$ cat src/hdl/rcfp_pkg.sv
`timescale 1ns / 1ps
// ---------------------------------------------------------------------------
// RC channel frame parser package
// Shared constants and the result record passed from the parser to the
// output register.
// ---------------------------------------------------------------------------
package rcfp_pkg;

    localparam int NUM_CHAN = 6;
    localparam int NUM_PAY  = 12;

    localparam logic [7:0] SYNC_BYTE = 8'hEE;
    localparam logic [7:0] END_BYTE  = 8'hFF;
    localparam logic [7:0] MAX_ID    = 8'd10;

    typedef logic [15:0] chan_width_t;

    typedef struct packed {
        logic                       done;
        logic [2:0]                 id;
        chan_width_t [NUM_CHAN-1:0] chan;
    } rcfp_result_t;

endpackage

$ cat src/hdl/rcfp_parse.sv
`timescale 1ns / 1ps
// ---------------------------------------------------------------------------
// RC channel frame parser state
// Holds the parse phase, body count, frame id, stored body bytes and the
// latched channel durations; computes the result of one byte.
// ---------------------------------------------------------------------------
module rcfp_parse
    import rcfp_pkg::*;
(
    input  logic         clk,
    input  logic         rst_n,
    input  logic         step,
    input  logic [7:0]   rx_byte,
    output rcfp_result_t result
);

    localparam logic [2:0] PH_HUNT  = 3'd0;
    localparam logic [2:0] PH_EE1   = 3'd1;
    localparam logic [2:0] PH_BODY  = 3'd2;
    localparam logic [2:0] PH_TRAIL = 3'd3;
    localparam logic [2:0] PH_FF1   = 3'd4;

    localparam logic [5:0] NUM_PAY_W = 6'(NUM_PAY);

    logic [2:0]                 phase_reg, phase_next;
    logic [5:0]                 count_reg, count_next;
    logic [3:0]                 id_reg, id_next;
    chan_width_t [NUM_CHAN-1:0] chan_reg, chan_next;
    logic [7:0]                 pay_reg [NUM_PAY];

    logic                       pay_we;
    logic [3:0]                 pay_idx;
    logic [3:0]                 id_eff;
    logic [5:0]                 len;
    logic [5:0]                 count_inc;
    logic                       done;
    logic [2:0]                 id_out;

    function automatic logic [5:0] body_len(input logic [3:0] id);
        logic [5:0] r;
        unique case (id)
            4'd1:    r = 6'd33;
            4'd2:    r = 6'd13;
            4'd3:    r = 6'd12;
            4'd5:    r = 6'd3;
            4'd6:    r = 6'd3;
            default: r = 6'd0;
        endcase
        return r;
    endfunction

    always_comb
    begin
        if (count_reg == 6'd0)
        begin
            id_eff = (rx_byte >= 8'd1 && rx_byte <= MAX_ID) ? rx_byte[3:0] : 4'd0;
        end
        else
        begin
            id_eff = id_reg;
        end
        len       = body_len(id_eff);
        count_inc = count_reg + 6'd1;
    end

    always_comb
    begin
        phase_next = phase_reg;
        count_next = count_reg;
        id_next    = id_reg;
        chan_next  = chan_reg;
        pay_we     = 1'b0;
        pay_idx    = 4'(count_reg - 6'd1);
        done       = 1'b0;
        id_out     = 3'd0;
        if (step)
        begin
            if (rx_byte == SYNC_BYTE && phase_reg == PH_HUNT)
            begin
                phase_next = PH_EE1;
            end
            else if (rx_byte == SYNC_BYTE && phase_reg == PH_EE1)
            begin
                phase_next = PH_BODY;
            end
            else if (phase_reg == PH_BODY)
            begin
                pay_we = (count_reg >= 6'd1) && (count_reg <= NUM_PAY_W);
                if (len == 6'd0)
                begin
                    phase_next = PH_HUNT;
                    count_next = 6'd0;
                    id_next    = 4'd0;
                end
                else if (count_inc == len)
                begin
                    phase_next = PH_TRAIL;
                    count_next = 6'd0;
                    id_next    = id_eff;
                end
                else
                begin
                    count_next = count_inc;
                    id_next    = id_eff;
                end
            end
            else if (rx_byte == END_BYTE && phase_reg == PH_TRAIL)
            begin
                phase_next = PH_FF1;
            end
            else if (rx_byte == END_BYTE && phase_reg == PH_FF1)
            begin
                if (id_reg == 4'd2)
                begin
                    for (int i = 0; i < NUM_CHAN; i++)
                    begin
                        chan_next[i] = {pay_reg[2*i+1], pay_reg[2*i]};
                    end
                end
                done       = 1'b1;
                id_out     = id_reg[2:0];
                phase_next = PH_HUNT;
                count_next = 6'd0;
                id_next    = 4'd0;
            end
            else
            begin
                phase_next = PH_HUNT;
                count_next = 6'd0;
                id_next    = 4'd0;
            end
        end
    end

    always_ff @(posedge clk or negedge rst_n)
    begin
        if (!rst_n)
        begin
            phase_reg <= PH_HUNT;
            count_reg <= 6'd0;
            id_reg    <= 4'd0;
            chan_reg  <= '0;
        end
        else
        begin
            phase_reg <= phase_next;
            count_reg <= count_next;
            id_reg    <= id_next;
            chan_reg  <= chan_next;
        end
    end

    always_ff @(posedge clk)
    begin
        if (pay_we)
        begin
            pay_reg[pay_idx] <= rx_byte;
        end
    end

    assign result.done = done;
    assign result.id   = id_out;
    assign result.chan = chan_next;

endmodule

$ cat src/hdl/rc_channel_frame_parser_core.sv
`timescale 1ns / 1ps
// ---------------------------------------------------------------------------
// RC channel frame parser core
// A byte is taken into the input register; its result goes on to the result register.
// One byte per cycle when not stalled; input register, parser logic, result register.
// Reset: parser returns to hunting for header, latched channel durations clear
// to zero, both pipeline registers empty.
// ---------------------------------------------------------------------------
module rc_channel_frame_parser_core
    import rcfp_pkg::*;
(
    input  logic        clk,
    input  logic        rst_n,
    input  logic        byte_valid,
    output logic        byte_stall,
    input  logic [7:0]  rx_byte,
    output logic        result_valid,
    input  logic        result_stall,
    output logic        frame_done,
    output logic [2:0]  frame_id,
    output logic [15:0] chan1_width,
    output logic [15:0] chan2_width,
    output logic [15:0] chan3_width,
    output logic [15:0] chan4_width,
    output logic [15:0] chan5_width,
    output logic [15:0] chan6_width
);

    logic         in_vld_reg;
    logic [7:0]   in_byte_reg;
    logic         out_vld_reg;
    rcfp_result_t res_reg;
    rcfp_result_t res_next;
    logic         adv_out;
    logic         load_in;

    assign adv_out    = in_vld_reg && (!out_vld_reg || !result_stall);
    assign load_in    = !in_vld_reg || adv_out;
    assign byte_stall = !load_in;

    rcfp_parse u_parse
    (
        .clk     (clk),
        .rst_n   (rst_n),
        .step    (adv_out),
        .rx_byte (in_byte_reg),
        .result  (res_next)
    );

    always_ff @(posedge clk or negedge rst_n)
    begin
        if (!rst_n)
        begin
            in_vld_reg  <= 1'b0;
            out_vld_reg <= 1'b0;
        end
        else
        begin
            if (load_in)
            begin
                in_vld_reg <= byte_valid;
            end
            if (adv_out)
            begin
                out_vld_reg <= 1'b1;
            end
            else if (!result_stall)
            begin
                out_vld_reg <= 1'b0;
            end
        end
    end

    always_ff @(posedge clk)
    begin
        if (load_in && byte_valid)
        begin
            in_byte_reg <= rx_byte;
        end
        if (adv_out)
        begin
            res_reg <= res_next;
        end
    end

    assign result_valid = out_vld_reg;
    assign frame_done   = res_reg.done;
    assign frame_id     = res_reg.id;
    assign chan1_width  = res_reg.chan[0];
    assign chan2_width  = res_reg.chan[1];
    assign chan3_width  = res_reg.chan[2];
    assign chan4_width  = res_reg.chan[3];
    assign chan5_width  = res_reg.chan[4];
    assign chan6_width  = res_reg.chan[5];

endmodule
$ cat config.mk
export PLATFORM = sky130hd
export DESIGN_NAME = rc_channel_frame_parser_core
export DESIGN_NICKNAME = d
export VERILOG_FILES = /design/src/hdl/rcfp_pkg.sv /design/src/hdl/rcfp_parse.sv /design/src/hdl/rc_channel_frame_parser_core.sv
export SDC_FILE = /design/constraint.sdc
export NUM_CORES = 1
export LEC_CHECK = 0
export ABC_CLOCK_PERIOD_IN_PS = 8930
export BUFFER_PORTS_ARGS = -buffer_cell sky130_fd_sc_hd__buf_2
export CAP_MARGIN = 25
export CORE_MARGIN = 2
export CORE_UTILIZATION = 40
export DETAILED_ROUTE_END_ITERATION = 7
export GPL_ROUTABILITY_DRIVEN = 0
export GPL_TIMING_DRIVEN = 0
export REMOVE_ABC_BUFFERS = 1
export SYNTH_ARGS = -nofsm -noshare
export SYNTH_HDL_FRONTEND = slang
export SYNTH_SLANG_ARGS = --single-unit
$ cat constraint.sdc
create_clock -name clk -period 8.93 [get_ports clk]
set_clock_uncertainty 0.2 [all_clocks]
set_input_delay 0.893 -clock clk [delete_from_list [all_inputs] [get_ports clk]]
set_output_delay 0.893 -clock clk [all_outputs]
set_load 0.005 [all_outputs]
==> impl_results.md, run 1 <==
* Starting density of the core at 0.403
* Pwr Total at 3.21 mW
* Drt first pass iters at 5
* Area growth syn-to-layout at 22.2%
* Maximum vdd drop at 0.112 mV
* Vias in the first global route at 5921
* Worst EP arrival at 3.82 ns
* Syn Area/Cell at 18.5 um^2
* Post-CTS Hold Fix Bufs at 0
* Seq/Total Area, Yosys at 0.800
* Die footprint at 29200 um^2
* Clk root buf: clkbuf_16
* Setup ws final at 5.14 ns
* Worst Setup Path Type: primary input to flip-flop
* Reg2reg end: chan5_width[9]
* CTS H-tree lvls at 2
* Port bufs at 113
* Fin Setup TNS at 0 ns
* Post-CTS resize count at 0
* Netlist cell types at 51
* Num ports at 114
* Largest net degree at the start of global routing at 92
* CP Launch Type: primary input
* Most common cell after layout, fill and taps aside: edfxtp_1
* R2R Setup Slk at 5.24 ns
* Final nets at 761
* Placed insts at 1083
* Setup crit end kind: flip-flop
* Clock slew at reported path FFs at 0.06 ns
* Outcome: finished, final reports clean
* Slew HR at 0.348
* Seq cells post-synth at 315
* Post-CTS Setup Inserts at 0
* HP Class: primary input to asynchronous set/reset pin
* Diodes inserted at 0
* PD cells at 236 nW/um^2
* Fin. max-slew vios at 0
* Crit-path max FO at 66
* DRC at 0
* Most frequent cells in the layout: 204 x edfxtp_1, 112 x buf_2, 111 x dfrtp_1
* Ys async rst share at 0.352
* Routed via count at 5643
* Register area at 8900 um^2
* # fillers at 2284
* Vias per cell at 4.92
* R2R cell count at 10
* Row count at 61
* Max Buffers Root-to-Sink at 3
* Fmax at 264 MHz
* Post-route insts no fill at 1147
* Reg2reg start: result_valid
* CTS tree: yes
* Worst EP required at 8.96 ns
* Pre-CTS WS at 4.54 ns
* Drt initial violations at 385
* Slew @ Worst Pin at 0.978 ns
* Syn Inst Count at 601
* Fin crit share at 0.424
* Core box area at 27600 um^2
* Fin. Hold Viols at 0
* Share of layout cells above drive strength 1 at 0.373
* Final Hold Slack at 0.0428 ns
* Initial antenna violation count at 0
* Post-synth EDFFs at 204
* Max-cap violations at 0
* RSZ-0062 raised after global routing: no
* Cell Area, Synth at 11100 um^2
* Crit path launch: result_stall
* Sinks on Clock Net at 315
* Design area at 13600 um^2
* Gr usage total at 0.152
* Tmin final at 3.79 ns
* Yosys warns at 0
* WL/cell at 19.0 um
* DP Wirelength at 12.9 mm
* Multi-input logic area at 2110 um^2
* Ys flop type: edfxtp_1
* Core Util, Final at 0.492
* Final setup fails at 0
* Lkg Pwr at 5.54 nW
* Total Wirelength at 21.8 mm
* Total grt overflow at 0
* Number of CTS-inserted buffers at 34
* Worst skew pair latency at 0.49 ns
* Antenna viol nets, final at 0
* Area post-placement at 12300 um^2
* Die Ht at 171 um
* First-pass GRT wire length at 33.7 mm
* Die X at 171 um
area by class of cell:
type,count,share of cell area
sequential,315,0.655
multi-input combinational,256,0.155
clock buffer,43,0.0710
timing repair buffer,124,0.0615
tap,378,0.0348
clock inverter,18,0.0195
inverter,13,0.00377
power by group:
part	internal, mW	total (mW)	switching (mW)	leakage (nW)
Sequential	1.59	1.62	0.0242	3.48
Combinational	0.0311	0.0877	0.0566	1.45
Clock	0.966	1.51	0.539	0.604
Total	2.59	3.21	0.620	5.54
cell usage after synthesis (all sizes together), types with 2 or more instances:
| cell | number | area share |
|---|---|---|
| nor4 | 6 | 0.0039 |
| nand2 | 24 | 0.0081 |
| mux2 | 98 | 0.099 |
| a31o | 2 | 0.0016 |
| xor2 | 2 | 0.0016 |
| a32oi | 2 | 0.0016 |
| nand2b | 6 | 0.0034 |
| nor3 | 5 | 0.0027 |
| a41oi | 2 | 0.0016 |
| edfxtp | 204 | 0.55 |
| nand4 | 2 | 0.0011 |
| or3 | 3 | 0.0017 |
| mux2i | 2 | 0.0018 |
| o211ai | 6 | 0.0040 |
| a21oi | 8 | 0.0036 |
| nor2 | 21 | 0.0078 |
| buf | 12 | 0.0054 |
| nor2b | 2 | 0.0011 |
| and3 | 2 | 0.0011 |
| a22o | 3 | 0.0024 |
| nand3 | 6 | 0.0027 |
| and2 | 12 | 0.0067 |
| o21ai | 11 | 0.0049 |
| ha | 5 | 0.0056 |
| a2111oi | 5 | 0.0051 |
| dfrtp | 111 | 0.25 |
| o32ai | 2 | 0.0016 |
| a21o | 2 | 0.0013 |
| clkbuf | 5 | 0.0017 |
| nor3b | 3 | 0.0025 |
| inv | 13 | 0.0044 |
per-layer routing:
layer	vias to the layer above	wire (um)	global-route usage
met4	0	447	0.0512
li1	2539	-	-
met2	195	10400	0.245
met3	40	1170	0.0278
met5	-	0	0
met1	2869	9830	0.210
worst max-delay path by stage:
stage	end	slack, ns	cells past startpoint
floorplan	chan1_width[0]	0.82	6
global placement	chan2_width[8]	-2.91	7
finish	chan5_width[9]	5.14	11
detailed placement	chan6_width[4]	4.54	11
global route	chan4_width[14]	4.90	11
CTS	chan6_width[4]	5.04	11
kinds of logic after synthesis:
group,count (synthesis),synth area share
compound gates,49,0.0318
simple gates,99,0.0480
buf+inv,30,0.0115
fa+ha+maj,5,0.00562
xor+xnor,3,0.00236
mux,100,0.101
flops,315,0.800
worst max-delay path, stage by stage:
cell	delay (ns)
buf_2	0.11
nand2_1	0.07
nand2_1	0.24
inv_4	0.49
buf_16	0.35
nand2b_1	0.17
nor3_4	0.51
buf_8	0.23
buf_16	0.17
buf_8	0.18
mux2_2	0.36
No activity file was read; power rests on OpenSTA's default activity.
==> run 2, diff against run 1 <==
Settings changed: ABC_AREA set to 1, ABC_CLOCK_PERIOD_IN_PS 8930 to 3450.
Clock period 8.93 ns to 3.45 ns, I/O delays scaled along.
==> run 2 against run 1 <==
- register-to-register slack worse by 4.9 ns
- sequential cell count unchanged
- worst setup slack got worse by 4.9 ns
- synthesized cell count rose by 3.2%
- global-route usage fell by 0.65 points
- die area increased by 0.44%
- sequential power increased to 2.6 times the previous value
- synthesized area rose by 0.45%
- wire length fell by 4.2%
- sequential share of layout area is 0.45 points higher
==> impl_results.md, run 2 <==
* Worst Setup Path Type: primary input to flip-flop
* Pwr Total at 7.78 mW
* Max Buffers Root-to-Sink at 3
* Fin crit share at 0.924
* Design area at 13500 um^2
* Slowest stage delay, CP at 0.53 ns
* # fillers at 2357
* Clk root buf: clkbuf_16
* R2R cell count at 10
* Ys async rst share at 0.352
* CTS H-tree lvls at 1
* RSZ-0062 raised after global routing: no
* Slew @ Worst Pin at 0.855 ns
* Largest net degree at the start of global routing at 66
* Slew HR at 0.428
* PD cells at 576 nW/um^2
* Total grt overflow at 0
* Drt initial violations at 446
* Fin. Hold Viols at 0
* First-pass GRT wire length at 32.1 mm
* Sinks on Clock Net at 315
* Post-route insts no fill at 1194
* Clock slew at reported path FFs at 0.06 ns
* Total Wirelength at 20.9 mm
* Placed insts at 1107
* Vias in the first global route at 5502
* Share of layout cells above drive strength 1 at 0.361
* Fmax at 314 MHz
* Syn Area/Cell at 18.0 um^2
* Seq/Total Area, Yosys at 0.796
* Cell Area, Synth at 11200 um^2
* Pre-CTS WS at -0.437 ns
* Initial antenna violation count at 1
* Top-count cell post-synth: edfxtp_1
* DP Wirelength at 11.8 mm
* Drt first pass iters at 4
* Gr usage total at 0.146
* Multi-input logic area at 2060 um^2
* Area post-placement at 12300 um^2
* Maximum vdd drop at 0.288 mV
* Row count at 61
* Syn Inst Count at 620
* Area growth syn-to-layout at 20.8%
* HP Class: primary input to asynchronous set/reset pin
* WL/cell at 17.5 um
* Starting density of the core at 0.405
* Critical Path, Cell by Cell: dlygate4sd3_1 -> buf_2 -> nand2_1 -> inv_2 -> nor2_4 -> buf_12 -> inv_1 -> nor4_2 -> nand4_4 -> buf_12 -> buf_12 -> mux2_4
* Setup ws final at 0.261 ns
* Die X at 171 um
* Most used cell along the critical path: buf_12
* Max-cap violations at 0
* Final nets at 807
* Die Ht at 171 um
* Ys flop type: edfxtp_1
* Routed via count at 5449
* Post-synth EDFFs at 204
* Top cell type's share of synthesized area at 0.548
* Vias per cell at 4.56
* Register area at 8900 um^2
* CP Launch Type: primary input
* Crit-path max FO at 29
* CTS tree: yes
* Critical-path top delay cell: dlygate4sd3_1
* Top post-synthesis cells by area: edfxtp_1 55%, dfrtp_1 25%, mux2_2 5.6%
* Most frequent cells in the layout: 204 x edfxtp_1, 112 x buf_2, 111 x dfrtp_1
* Worst skew pair latency at 0.55 ns
* DRC at 0
* Num ports at 114
* Core box area at 27600 um^2
* Worst EP arrival at 3.28 ns
* Tmin final at 3.19 ns
* Lkg Pwr at 5.82 nW
* Setup crit end kind: flip-flop
* Antenna viol nets, final at 0
* Yosys warns at 0
* Number of CTS-inserted buffers at 31
* Die footprint at 29300 um^2
* Most common cell after layout, fill and taps aside: edfxtp_1
* Post-synth top area cell: edfxtp_1
* Fin Setup TNS at 0 ns
* Fin. max-slew vios at 0
* Port bufs at 113
* Final setup fails at 0
* Top cells by count, synth: 204 x edfxtp_1, 111 x dfrtp_1, 69 x nand2_1
* Worst EP required at 3.54 ns
* Seq cells post-synth at 315
* Netlist cell types at 32
* Outcome: finished, final reports clean
[run 2: cell count changes in the layout (fill, tap and decap cells not counted), sizes merged, moves of 5 or more]
cell	delta
a2111oi	-5
nor2	+20
nand2b	-6
nand2	+47
a21oi	-6
o211ai	-6
inv	+22
bufinv	-5
dlygate4sd3	+12
buf	+11
nand3	+10
o21ai	-5
and2	-12
[run 2: final cells by class]
cell class | count | area share
Sequential cell | 315 | 0.659
Multi-Input combinational cell | 260 | 0.153
Timing Repair Buffer | 147 | 0.0713
Clock buffer | 46 | 0.0638
Tap cell | 378 | 0.0350
Inverter | 35 | 0.00972
Clock inverter | 12 | 0.00834
Antenna cell | 1 | 0.000185
[run 2: timing repair]
action | in CTS | in global routing
setup endpoints to repair | 151 | 58
cloned | 1 | 0
pin swaps | 1 | 0
buffers inserted | 6 | 8
hold buffers | 12 | 0
resized for setup | 0 | 0
hold endpoints to repair | 56 | 0
[run 2: critical path: cells and delay by family]
kind,cells,cell delay (ns)
buffers and inverters,7,1.60
and+or+nand+nor,4,0.92
muxes,1,0.33
[run 2: kinds of logic after synthesis]
family,synth area share
flops,0.796
mux,0.110
compound gates,0.00806
xor+xnor,0.00392
simple gates,0.0561
buf+inv,0.0200
fa+ha+maj,0.00559
[run 2: metrics by stage]
| step | utilization | hold slack [ns] |
|---|---|---|
| final | 0.489 | 0.118 |
| after global routing | 0.489 | 0.162 |
| after CTS | 0.486 | 0.124 |
| after detailed placement | 0.445 | 0.135 |
| after global placement | 0.439 | 0.272 |
| after floorplan | - | -0.151 |
[run 2: final timing paths]
kind	from	to	slack (ns)
max in group asynchronous	rst_n	u_parse.chan_reg[17]	2.19
worst min register to register	u_parse.pay_reg[8][6]	u_parse.chan_reg[70]	0.29
worst max-delay path	result_stall	chan5_width[4]	0.26
min in group clk	u_parse.pay_reg[8][6]	u_parse.chan_reg[70]	0.29
worst min-delay path	rst_n	u_parse.chan_reg[76]	0.12
worst max register to register	result_valid	chan5_width[4]	0.32
[run 2: power by group]
group	switching, mW	internal [mW]
registers	0.0364	4.17
clock network	1.34	1.87
logic	0.231	0.130
total	1.61	6.17
[run 2: layer usage]
| layer | track usage | vias to the layer above | part of all wire |
|---|---|---|---|
| met5 | 0 | - | 0 |
| met4 | 0.0409 | 0 | 0.018 |
| met3 | 0.0239 | 30 | 0.043 |
| met2 | 0.226 | 126 | 0.46 |
| met1 | 0.214 | 2746 | 0.48 |
| li1 | - | 2547 | - |
==> run 3, diff against run 2 <==
Settings changed: CTS_BUF_LIST set to sky130_fd_sc_hd__clkbuf_2.
==> run 3 against run 2 <==
- final cell count is 8.5% higher
- die area did not move
- largest cell class unchanged
- highest routed layer unchanged
- worst setup slack improved by 0.021 ns
- non-clock buffer count up 12
- critical path depth fell by 2
- first-iteration DRC count is 22% lower
- maximum frequency increased by 0.65%
- utilization is 0.36 points lower
==> impl_results.md, run 3 (same netlist as run 2, synthesis figures left out) <==
* Outcome: finished, final reports clean
* Die footprint at 29300 um^2
* Final nets at 866
* Max Buffers Root-to-Sink at 3
* Reg2reg start: result_valid
* Area post-placement at 12300 um^2
* CP Launch Type: flip-flop
* Core box area at 27600 um^2
* Design area at 13400 um^2
* Fin. Hold Viols at 0
* CTS tree: yes
* Crit-path max FO at 29
* Num ports at 114
* Worst skew pair latency at 0.82 ns
* Largest net degree at the start of global routing at 66
* R2R cell count at 10
* HP Class: primary input to flip-flop
* Share of layout cells above drive strength 1 at 0.420
* Die Ht at 171 um
* Total Wirelength at 21.4 mm
* Die X at 171 um
* Gr usage total at 0.152
* Slew @ Worst Pin at 0.831 ns
* # fillers at 2436
* Sinks on Clock Net at 315
* Vias in the first global route at 5931
* Area growth syn-to-layout at 19.9%
* Post-CTS resize count at 0
* Maximum vdd drop at 0.236 mV
* Most frequent cells in the layout: 204 x edfxtp_1, 117 x clkbuf_2, 112 x buf_2
* Hold Startpoint: result_stall
* Worst EP required at 3.77 ns
* Fin crit share at 0.918
* R2R Setup Slk at 0.28 ns
* Number of CTS-inserted buffers at 78
* Clk root buf: clkbuf_2
* Drt first pass iters at 4
* Worst Hold Endpoint: result_valid
* Drt initial violations at 346
* Setup crit end kind: flip-flop
* Routed via count at 5733
* Fin. max-slew vios at 0
* Max-cap violations at 0
* Row count at 61
* RSZ-0062 raised after global routing: no
* PD cells at 523 nW/um^2
* Total grt overflow at 0
* Worst EP arrival at 3.49 ns
* First-pass GRT wire length at 33.0 mm
* Initial antenna violation count at 1
* CTS H-tree lvls at 3
* Hold path cells at 4
* WL/cell at 16.5 um
* Tmin final at 3.17 ns
* Most common cell after layout, fill and taps aside: edfxtp_1
* Clock slew at reported path FFs at 0.09 ns
* Fmax at 316 MHz
* DRC at 0
* Final setup fails at 0
* Starting density of the core at 0.405
* Reg2reg end: chan6_width[3]
* Port bufs at 113
* Lkg Pwr at 5.98 nW
* Slew HR at 0.444
* Vias per cell at 4.43
* Antenna viol nets, final at 0
* Worst Setup Path Type: flip-flop to flip-flop
* Core Util, Final at 0.485
* DP Wirelength at 11.8 mm
-- run 3: cell count changes in the layout (fill, tap and decap cells not counted), sizes merged --
cell         before  now
buf             135  136
clkbuf           46  117
clkinv            8   23
dlygate4sd3      12   23
diode             1    3
bufinv            2    1
inv              36   38
-- run 3: layer usage --
layer | vias up | share of wire | global-route usage
met1 | 2844 | 0.48 | 0.208
met5 | - | 0 | 0
met2 | 142 | 0.46 | 0.230
met3 | 19 | 0.045 | 0.0435
met4 | 0 | 0.010 | 0.0582
li1 | 2728 | - | -
-- run 3: what timing repair did --
action | 4_1_cts | 5_1_grt
pin swaps | 1 | 0
endpoints found under the setup margin | 131 | 56
hold buffers | 24 | 0
gates cloned | 1 | 0
endpoints found under the hold margin | 167 | 0
buffers inserted | 6 | 8
-- run 3: final cells by class --
type / count / area (um^2) / area share
multi-input cells: 260 / 2060 / 0.154
flip-flops and latches: 315 / 8900 / 0.664
well taps: 378 / 473 / 0.0353
diodes: 3 / 7.51 / 0.000560
repair buffers: 159 / 1100 / 0.0818
inverters: 35 / 131 / 0.00980
clock buffers: 117 / 586 / 0.0437
clock inverters: 28 / 151 / 0.0113
-- run 3: how the worst max path moves through the flow --
stage | endpoint | from | slack (ns)
global route | chan6_width[3] | result_valid | 0.11
CTS | chan6_width[3] | in_byte_reg[7] | 0.008
global placement | chan3_width[7] | result_stall | -3.72
finish | chan6_width[3] | result_valid | 0.28
detailed placement | chan6_width[3] | result_stall | -0.44
floorplan | chan1_width[0] | result_valid | -1.57
-- run 3: power by group --
group | internal, mW | total (mW) | switching (mW)
sequential | 4.16 | 4.20 | 0.0364
combinational | 0.142 | 0.378 | 0.236
clock | 0.995 | 2.44 | 1.44
-- run 3: per-stage QoR --
stage | hold WS, ns | setup WS (ns) | setup TNS (ns) | instances | power (mW)
global route | 0.0587 | 0.112 | 0 | 1293 | 7.41
finish | 0.142 | 0.282 | 0 | 1295 | 7.01
CTS | 0.0183 | 0.00784 | 0 | 1283 | 7.16
global placement | 0.272 | -3.72 | -889.50 | 1100 | 4.59
detailed placement | 0.135 | -0.437 | -36.75 | 1107 | 4.62
floorplan | -0.151 | -1.57 | -308.87 | 609 | 4.39
-- run 3: critical path: stages (launching register included) --
cell and delay (ns):
dfrtp_1 0.39, nand2_1 0.11, inv_2 0.09, nor2_4 0.15
buf_12 0.20, inv_1 0.15, nor4_2 0.28, nand4_4 0.41
buf_12 0.33, buf_12 0.20, mux2_4 0.34
